File: config.mk
export PLATFORM = sky130hd
export DESIGN_NAME = weighted_least_conn_selector
export DESIGN_NICKNAME = d
export VERILOG_FILES = /design/src/hw/rtl/wlcs_pkg.sv /design/src/hw/rtl/weighted_least_conn_selector.sv /design/src/hw/rtl/wlcs_div.sv
export VERILOG_INCLUDE_DIRS = /design/src /design/src/hw/rtl
export SDC_FILE = /design/constraint.sdc
export NUM_CORES = 2
export LEC_CHECK = 0
export ABC_AREA = 0
export BUFFER_PORTS_ARGS = -buffer_cell sky130_fd_sc_hd__buf_2
export CORE_AREA = 2 2 398 479
export DETAILED_ROUTE_END_ITERATION = 16
export DIE_AREA = 0 0 400 481
export GPL_ROUTABILITY_DRIVEN = 0
export PLACE_DENSITY = 0.51
export SYNTH_ARGS = -nofsm -noshare
export SYNTH_HDL_FRONTEND = slang
export SYNTH_SLANG_ARGS = --single-unit
File: constraint.sdc
create_clock -name clk -period 9.3 [get_ports clk]
set_clock_uncertainty 0.05 [all_clocks]
set_input_delay 1.86 -clock clk [delete_from_list [all_inputs] [get_ports clk]]
set_output_delay 1.86 -clock clk [all_outputs]
set_load 0.1 [all_outputs]
File: src/hw/rtl/weighted_least_conn_selector_defines.svh
// ---------------------------------------------------------------------------
// Assertion macros for the weighted least-connections selector
// ---------------------------------------------------------------------------
`ifndef WEIGHTED_LEAST_CONN_SELECTOR_DEFINES_SVH
`define WEIGHTED_LEAST_CONN_SELECTOR_DEFINES_SVH

`define WLC_ASSERT_IMPL(lbl, clk, rst, a, c) \
  lbl: assert property (@(posedge clk) disable iff (rst) (a) |-> (c)) \
    else $error("wlc check failed");

`define WLC_ASSERT_NEXT(lbl, clk, rst, a, c) \
  lbl: assert property (@(posedge clk) disable iff (rst) (a) |=> (c)) \
    else $error("wlc check failed");

`endif

File: src/hw/rtl/wlcs_pkg.sv
// ---------------------------------------------------------------------------
// wlcs_pkg
// Types and constants shared by the selector modules.
// ---------------------------------------------------------------------------
package wlcs_pkg;

  localparam logic [1:0] MODE_UPDATE = 2'd0;
  localparam logic [1:0] MODE_OPEN   = 2'd1;
  localparam logic [1:0] MODE_CLOSE  = 2'd2;

  localparam logic CFG_MASK  = 1'b0;
  localparam logic CFG_VALUE = 1'b1;

  localparam int ST_RUNNING = 0;
  localparam int ST_MASTER  = 1;
  localparam int ST_SLAVE   = 2;
  localparam int ST_MAINT   = 5;

  localparam logic [9:0] LOAD_SCALE = 10'd1000;

  typedef enum logic [3:0] {
    S_IDLE, S_RD, S_WRITE, S_MSCAN, S_CSCAN, S_DIV, S_DIVWAIT, S_CMP, S_BUMP, S_BUMPWR, S_OUT
  } state_t;

  typedef struct packed {
    logic [5:0]  status;
    logic        active;
    logic [9:0]  weight;
    logic [7:0]  depth;
    logic [15:0] cur;
    logic [31:0] total;
  } entry_t;

  function automatic logic is_running(input logic [5:0] s);
    return s[ST_RUNNING] && !s[ST_MAINT];
  endfunction

  function automatic logic is_master(input logic [5:0] s);
    return s[ST_RUNNING] && s[ST_MASTER] && !s[ST_SLAVE] && !s[ST_MAINT];
  endfunction

endpackage

File: src/hw/rtl/weighted_least_conn_selector.sv
// ---------------------------------------------------------------------------
// weighted_least_conn_selector
// Weighted least-connections backend selector around one entry memory.
// ---------------------------------------------------------------------------
// channel | dir | handshake         | word
// in      | in  | in_valid/in_ready | mode, server_index, status_bits, ...
// out     | out | out_valid/ready   | found, chosen_index, current_count
// cfg     | in  | cfg_valid/ready   | cfg_index, cfg_data
// Update/close: memory read, write back, result.
// Request: master scan over NUM_SERVERS entries, then a candidate scan;
//   the 27-step divider dominates, at most one load per eligible entry.
// Reset: sync; clears NUM_SERVERS entries one per cycle, no item accepted.
// Result is staged, then moved to the output register once it is free;
//   a new word is taken while the previous one still waits.
// ---------------------------------------------------------------------------
module weighted_least_conn_selector #(
  parameter int NUM_SERVERS = 16
) (
  input  logic        clk,
  input  logic        rst,
  input  logic        in_valid,
  output logic        in_ready,
  input  logic [1:0]  mode,
  input  logic [3:0]  server_index,
  input  logic [5:0]  status_bits,
  input  logic        entry_active,
  input  logic [9:0]  entry_weight,
  input  logic [7:0]  entry_depth,
  output logic        out_valid,
  input  logic        out_ready,
  output logic        found,
  output logic [3:0]  chosen_index,
  output logic [15:0] current_count,
  input  logic        cfg_valid,
  output logic        cfg_ready,
  input  logic        cfg_index,
  input  logic [4:0]  cfg_data
);
  import wlcs_pkg::*;

  localparam int AW = (NUM_SERVERS > 1) ? $clog2(NUM_SERVERS) : 1;
  localparam int IW = (AW > 4) ? AW : 4;

  entry_t mem [NUM_SERVERS];
  entry_t rd;
  logic [AW-1:0] raddr, waddr;
  logic          we;
  entry_t        wd;

  logic [IW-1:0] idx_w;
  assign idx_w = IW'(server_index);

  always_ff @(posedge clk) begin
    if (we) mem[waddr] <= wd;
    rd <= mem[raddr];
  end

  logic [4:0] match_mask, match_value;
  always_ff @(posedge clk) begin
    if (rst) begin
      match_mask  <= 5'd1;
      match_value <= 5'd1;
    end else if (cfg_valid) begin
      if (cfg_index == CFG_MASK) match_mask <= cfg_data;
      else match_value <= cfg_data;
    end
  end
  assign cfg_ready = 1'b1;

  state_t state, state_next;
  logic        clearing;
  logic [AW:0] clr_cnt;
  logic [AW:0] scan;
  logic        rd_ok;

  logic [1:0]    op_mode;
  logic [AW-1:0] op_idx;
  logic [5:0]    op_st;
  logic          op_act;
  logic [9:0]    op_w;
  logic [7:0]    op_d;

  logic          m_ok;
  logic [AW-1:0] m_idx;
  logic [7:0]    m_depth;
  logic [9:0]    m_w;

  logic          c_ok;
  logic [AW-1:0] c_idx;
  logic [9:0]    c_w;
  logic [31:0]   c_tot;
  logic [26:0]   c_load;

  logic [AW-1:0] e_idx;
  logic [9:0]    e_w;
  logic [31:0]   e_tot;
  logic [15:0]   e_cur;

  logic          res_found;
  logic [3:0]    res_idx;
  logic [15:0]   res_count;

  logic        div_start, div_done;
  logic [26:0] div_q;

  wlcs_div u_div (
    .clk(clk), .rst(rst), .start(div_start), .cur(e_cur), .weight(e_w),
    .done(div_done), .quot(div_q)
  );

  entry_t upd;
  logic [AW-1:0] sel;
  logic          sel_ok;
  logic          elig;
  logic          last;
  logic          out_free;

  always_comb begin
    elig = rd.active && is_running(rd.status) &&
           ((rd.status[4:0] & match_mask & match_value) != 5'd0);
    last = (scan[AW-1:0] == AW'(NUM_SERVERS - 1));
    sel    = c_ok ? c_idx : m_idx;
    sel_ok = c_ok || m_ok;
  end

  assign out_free = !out_valid || out_ready;
  assign in_ready = (state == S_IDLE) && !clearing;

  always_ff @(posedge clk) begin
    if (rst) state <= S_IDLE;
    else     state <= state_next;
  end

  always_comb begin
    state_next = state;
    raddr      = scan[AW-1:0];
    we         = 1'b0;
    waddr      = clr_cnt[AW-1:0];
    wd         = '0;
    div_start  = 1'b0;
    upd        = rd;
    if (clearing) we = 1'b1;
    case (state)
      S_IDLE: begin
        raddr = op_idx;
        if (in_valid && in_ready) begin
          raddr = idx_w[AW-1:0];
          if (mode == MODE_OPEN) begin
            raddr = '0;
            state_next = S_MSCAN;
          end else if ((mode == MODE_UPDATE || mode == MODE_CLOSE) &&
                       ({1'b0, idx_w} < (IW+1)'(NUM_SERVERS))) begin
            state_next = S_RD;
          end else begin
            state_next = S_OUT;
          end
        end
      end
      S_RD: begin
        raddr = op_idx;
        state_next = S_WRITE;
      end
      S_WRITE: begin
        we    = 1'b1;
        waddr = op_idx;
        if (op_mode == MODE_UPDATE) begin
          upd.status = op_st;
          upd.active = op_act;
          upd.weight = op_w;
          upd.depth  = op_d;
        end else if (rd.cur != 16'd0) begin
          upd.cur = rd.cur - 16'd1;
        end
        wd = upd;
        state_next = S_OUT;
      end
      S_MSCAN: begin
        raddr = rd_ok ? AW'(scan + 1'b1) : scan[AW-1:0];
        if (rd_ok && last) begin
          state_next = S_CSCAN;
          raddr = '0;
        end
      end
      S_CSCAN: begin
        if (rd_ok && elig) begin
          if (m_ok && scan[AW-1:0] == m_idx && match_value[ST_SLAVE]) begin
            state_next = last ? S_BUMP : S_CSCAN;
            raddr = AW'(scan + 1'b1);
          end else if (m_ok && scan[AW-1:0] == m_idx && match_value[ST_MASTER]) begin
            state_next = S_BUMP;
          end else if (!m_ok && match_value[ST_MASTER]) begin
            state_next = S_BUMP;
          end else begin
            state_next = S_DIV;
          end
        end else if (rd_ok) begin
          state_next = last ? S_BUMP : S_CSCAN;
          raddr = AW'(scan + 1'b1);
        end
        if (state_next == S_BUMP) raddr = sel;
      end
      S_DIV: begin
        div_start  = 1'b1;
        state_next = S_DIVWAIT;
      end
      S_DIVWAIT: begin
        if (div_done) state_next = S_CMP;
      end
      S_CMP: begin
        raddr = AW'(scan + 1'b1);
        state_next = last ? S_BUMP : S_CSCAN;
        if (last) raddr = sel;
      end
      S_BUMP: begin
        raddr = sel;
        state_next = sel_ok ? S_BUMPWR : S_OUT;
      end
      S_BUMPWR: begin
        we    = 1'b1;
        waddr = sel;
        if (rd.cur != 16'hFFFF) upd.cur = rd.cur + 16'd1;
        if (rd.total != 32'hFFFF_FFFF) upd.total = rd.total + 32'd1;
        wd = upd;
        state_next = S_OUT;
      end
      S_OUT: state_next = out_free ? S_IDLE : S_OUT;
      default: state_next = S_IDLE;
    endcase
  end

  logic cand_new;
  always_comb begin
    cand_new = 1'b0;
    if (!c_ok) cand_new = 1'b1;
    else if (e_w == 10'd0 || c_w == 10'd0) cand_new = (e_w != 10'd0);
    else if (div_q < c_load || (div_q == c_load && e_tot < c_tot)) cand_new = 1'b1;
  end

  always_ff @(posedge clk) begin
    if (rst) begin
      clearing  <= 1'b1;
      clr_cnt   <= '0;
      out_valid <= 1'b0;
      rd_ok     <= 1'b0;
      scan      <= '0;
      m_ok      <= 1'b0;
      c_ok      <= 1'b0;
    end else begin
      if (clearing) begin
        clr_cnt <= clr_cnt + 1'b1;
        if (clr_cnt == (AW+1)'(NUM_SERVERS - 1)) clearing <= 1'b0;
      end
      if (out_valid && out_ready) out_valid <= 1'b0;
      rd_ok <= 1'b0;
      case (state)
        S_IDLE: if (in_valid && in_ready) begin
          op_mode <= mode;  op_idx <= idx_w[AW-1:0];  op_st <= status_bits;
          op_act  <= entry_active;  op_w <= entry_weight;  op_d <= entry_depth;
          scan <= '0;  m_ok <= 1'b0;  c_ok <= 1'b0;  rd_ok <= 1'b1;
          res_found <= 1'b0;  res_count <= '0;
          res_idx <= (mode == MODE_UPDATE || mode == MODE_CLOSE) ? server_index : 4'd0;
        end
        S_WRITE: begin
          res_found <= 1'b1;
          res_count <= upd.cur;
        end
        S_MSCAN: begin
          rd_ok <= 1'b1;
          if (rd_ok) begin
            if (rd.active && is_master(rd.status) &&
                (!m_ok || rd.depth < m_depth || (rd.depth == m_depth && rd.weight > m_w))) begin
              m_ok <= 1'b1;  m_idx <= scan[AW-1:0];
              m_depth <= rd.depth;  m_w <= rd.weight;
            end
            scan <= last ? '0 : scan + 1'b1;
          end
        end
        S_CSCAN: begin
          rd_ok <= 1'b1;
          if (rd_ok) begin
            e_idx <= scan[AW-1:0];  e_w <= rd.weight;
            e_tot <= rd.total;  e_cur <= rd.cur;
            if (state_next == S_BUMP && elig &&
                !(m_ok && scan[AW-1:0] == m_idx && match_value[ST_SLAVE])) begin
              if (m_ok && scan[AW-1:0] == m_idx && match_value[ST_MASTER]) begin
                c_ok <= 1'b1;  c_idx <= m_idx;
              end else begin
                c_ok <= 1'b0;  m_ok <= 1'b0;
              end
            end
            if (state_next == S_CSCAN) scan <= scan + 1'b1;
            else if (state_next == S_BUMP) rd_ok <= 1'b0;
          end
        end
        S_CMP: begin
          if (cand_new) begin
            c_ok <= 1'b1;  c_idx <= e_idx;  c_w <= e_w;  c_tot <= e_tot;
            c_load <= div_q;
          end
          rd_ok <= 1'b1;
          scan  <= scan + 1'b1;
        end
        S_BUMPWR: begin
          res_found <= 1'b1;
          res_idx   <= 4'(sel);
          res_count <= upd.cur;
        end
        default: ;
      endcase
      if (state == S_OUT && out_free) begin
        out_valid     <= 1'b1;
        found         <= res_found;
        chosen_index  <= res_idx;
        current_count <= res_count;
      end
    end
  end

`include "weighted_least_conn_selector_defines.svh"

  `WLC_ASSERT_IMPL(a_no_accept_busy, clk, rst, in_valid && in_ready, state == S_IDLE && !clearing)
  `WLC_ASSERT_NEXT(a_out_follows, clk, rst, state == S_OUT, out_valid)
  `WLC_ASSERT_IMPL(a_no_clear_op, clk, rst, clearing, state == S_IDLE)

endmodule

File: src/hw/rtl/wlcs_div.sv
// ---------------------------------------------------------------------------
// wlcs_div
// Restoring divider, one quotient bit per cycle: (cur+1)*1000 / weight.
// ---------------------------------------------------------------------------
module wlcs_div (
  input  logic        clk,
  input  logic        rst,
  input  logic        start,
  input  logic [15:0] cur,
  input  logic [9:0]  weight,
  output logic        done,
  output logic [26:0] quot
);
  import wlcs_pkg::*;

  localparam int NW = 27;

  logic [NW-1:0] num;
  logic [9:0]    den;
  logic [10:0]   rem;
  logic [4:0]    cnt;
  logic          busy;
  logic [10:0]   trial;
  logic [10:0]   sub;

  assign trial = {rem[9:0], num[NW-1]};
  assign sub   = trial - {1'b0, den};

  always_ff @(posedge clk) begin
    if (rst) begin
      busy <= 1'b0;
      done <= 1'b0;
    end else begin
      done <= 1'b0;
      if (start) begin
        busy <= 1'b1;
        cnt  <= 5'(NW - 1);
        rem  <= '0;
        den  <= weight;
        num  <= 27'({1'b0, cur} + 17'd1) * 27'(LOAD_SCALE);
      end else if (busy) begin
        if (!sub[10]) begin
          rem <= sub;
          num <= {num[NW-2:0], 1'b1};
        end else begin
          rem <= trial;
          num <= {num[NW-2:0], 1'b0};
        end
        if (cnt == '0) begin
          busy <= 1'b0;
          done <= 1'b1;
        end else begin
          cnt <= cnt - 5'd1;
        end
      end
    end
  end

  assign quot = num;

endmodule
==> impl_metrics.py <==
metrics = {
    "yosys": {
        "avgSynthCellArea_um2": 12.85,
        "synth_top_flop_cell": "edfxtp_1",
        "ys_top_cells_by_area": "edfxtp_1 67%, nand2_1 6.8%, dfxtp_1 3.2%",
        "synth.most_common_cell": "edfxtp_1",
        "syn_area_um2": 65410,
        "ys_seq_area_share_pct": 69.72,
        "synth-seq-cells": 1553,
        "synth-async-reset-ratio_pct": 0,
        "yosysTopAreaCell": "edfxtp_1",
        "synth_top_area_share_pct": 66.57,
        "synthCells": 5090,
        "synthTopCellsByCount": "1,450 x edfxtp_1, 1,187 x nand2_1, 361 x nand3_1",
        "synth_warnings": 0,
        "synth-edff-count": 1450,
        "syn-num-nets": 5325,
        "synth_cell_types": 91,
    },
    "routing": {
        "drcViolationCount": 0,
        "viasPerCell": 5.251,
        "dr_total_vias": 40770,
        "detail_route.first_pass.iterations": 6,
        "met2_length_mm": 90.12,
        "wl_mm": 179.9,
        "wl_per_cell_um": 23.17,
        "wl_met1_mm": 75.97,
        "met3_length_mm": 9.352,
        "antenna_left": 0,
        "first_iter_violations": 3378,
        "highest_layer": "met5",
    },
    "power_and_ir_drop": {
        "power.density_nw_per_um2": 228.4,
        "power_mw": 16.86,
        "ir_drop_mv": 0.2143,
        "p_leak_nw": 26.24,
    },
    "min_path": {
        "hold_depth": 0,
        "holdPathEnd": "current_count[3]",
        "hp-class": "reg -> reg",
        "holdCritStartpoint": "res_count[3]",
    },
    "clock_tree": {
        "clock_path_buffers": 3,
        "root_buffer": "clkbuf_16",
        "cts_tree": "built",
        "clkSinkCount": 1553,
        "cts_setup_buffers": 0,
        "cts_resized": 0,
        "h-tree-depth": 4,
        "clkTransAtPathRegs_ns": 0.06,
        "clk_latency_ns": 0.81,
        "cts_hold_buf": 0,
        "cts_made_buffers": 155,
    },
    "sta": {
        "fin_setup_tns_ns": 0,
        "rsz0062_at_grt": "false",
        "hold_ws_ns": 0.3677,
        "fin_crit_ns": 6.248,
        "worst_pin_slew_ns": 1.359,
        "slew_headroom_pct": 8.973,
        "setup_viol": 0,
        "fmax_ghz": 0.1600,
        "hold_viol": 0,
        "slew_violations": 0,
        "fin_crit_sh_pct": 67.19,
    },
    "finish": {
        "drive_above_1_share_pct": 8.704,
        "nFillCells": 17710,
        "final_cell_area_um2": 73820,
        "syn_to_final_growth_pct": 12.86,
        "fin_nets": 5386,
    },
    "critical_path": {
        "path_max_fanout": 6,
        "arrival_ns": 6.73,
        "start_kind": "flip-flop",
        "endpoint_kind": "flip-flop",
        "r2r-start": "e_cur[2]",
        "required_ns": 9.78,
        "r2r_end": "u_div.quot[26]",
        "worstRegToRegCells": 22,
        "r2r_slack_ns": 3.05,
        "critPathKind": "reg -> reg",
    },
    "global_route": {
        "grt_max_degree": 142,
        "grt_overflow_total": 0,
        "antenna_found_initial": 12,
        "grt_util_all_layers_pct": 18.54,
        "grt_pass1_wl_mm": 265.4,
        "grt_pass1_vias": 39980,
    },
    "place": {
        "place_area_um2": 68760,
        "post-dp-hpwl_mm": 100.5,
        "port_buffers": 64,
    },
    "floorplan": {
        "rows": 175,
        "die_h_um": 481,
        "die_w_um": 400,
        "die-area_um2": 192400,
        "io-pin-count": 66,
        "coreArea_um2": 188300,
        "start_util_pct": 34.74,
    },
    "flow_run": {
        "cap_violations": 0,
    },
    "run_status": {
        "status": "finished clean",
    },
}
[cell usage in the layout (no fill, tap or decap), drive strengths merged, types with 75 or more instances in the layout]
cell type | synthesis | routed
mux2i | 85 | 85
nand2 | 1188 | 1188
ha | 144 | 144
nor2 | 126 | 126
edfxtp | 1450 | 1450
dfxtp | 103 | 103
a32oi | 75 | 75
a21oi | 251 | 251
nand3 | 361 | 361
o21ai | 116 | 116
nand4 | 107 | 107
inv | 185 | 193
a31oi | 96 | 96
buf | 129 | 174
a22oi | 75 | 75
clkbuf | 141 | 224
[registers in the layout, indices dropped and copies added, names as in the netlist, 16 cells and up]
signal         cells
e_cur             16
u_div.quot        27
res_count         16
c_load            27
current_count     16
c_tot             32
e_tot             32
mem             1168
rd                73
[per-layer routing]
metal	global-route usage (%)	up-vias
met3	2.681	280
met1	23.91	20550
li1	-	18800
met4	5.238	12
met2	32.30	1133
met5	0	-
[critical path, stage by stage (launching register included)]
cell and delay, ns:
edfxtp_1 0.41, and3_1 0.21, and3_1 0.20, nand3_1 0.10, nor2_1 0.16, and2_1 0.24
nand3_1 0.11, xnor2_1 0.57, fa_1 0.51, inv_1 0.09, fa_1 0.45, fa_1 0.49
fa_1 0.51, inv_1 0.04, ha_1 0.34, and3_1 0.23, and3_1 0.20, a21o_1 0.21
a41oi_1 0.33, nand2_1 0.10, a31oi_1 0.21, xnor2_1 0.13, o21ai_0 0.08
[area by class of cell]
type	instances	area, µm²	area share (%)
Sequential cell	1553	45600	61.78
Multi-Input combinational cell	3082	18150	24.59
Clock buffer	224	4373	5.924
Tap cell	2478	3100	4.200
Timing Repair Buffer	174	1221	1.654
Inverter	185	694.4	0.9407
Clock inverter	67	670.6	0.9085
Antenna cell	1	2.502	0.003390
[report_power, final]
part           switching, mW  leakage, nW  internal (mW)  total (mW)
Combinational           1.50         9.54          0.544        2.04
Sequential             0.357         14.3           8.22        8.57
Clock                   2.70         2.44           3.54        6.24
[metrics by stage]
stage               cells  utilization, %  setup slack [ns]
finish               7764           39.20             3.052
global route         7763           39.20             2.574
CTS                  7763           39.19             3.008
detailed placement   7472           36.52             3.002
global placement     7472           36.52             3.076
floorplan            5090               -             1.572
[cells by family (layout without fill, tap and decap cells)]
family / count (synthesis) / count (layout) / synth area share, %
simple gates: 1951 / 1951 / 13.03
buf+inv: 455 / 650 / 2.929
flops: 1553 / 1553 / 69.72
compound gates: 784 / 784 / 7.799
other cells: 1 / 2 / 0.005733
mux: 87 / 87 / 1.352
xor+xnor: 65 / 65 / 0.8933
fa+ha+maj: 194 / 194 / 4.270
[worst max path at each step]
stage	depth (start not counted)	endpoint	startpoint	slack, ns
6_report	22	u_div.quot[26]	e_cur[2]	3.05
5_1_grt	22	u_div.quot[26]	e_cur[2]	2.57
4_1_cts	22	u_div.quot[26]	e_cur[2]	3.01
3_5_place_dp	22	u_div.quot[26]	e_cur[2]	3.00
3_3_place_gp	22	u_div.quot[26]	e_cur[2]	3.08
2_1_floorplan	2	c_load[0]	rst	1.57
Power figures use the tool's default switching activity.
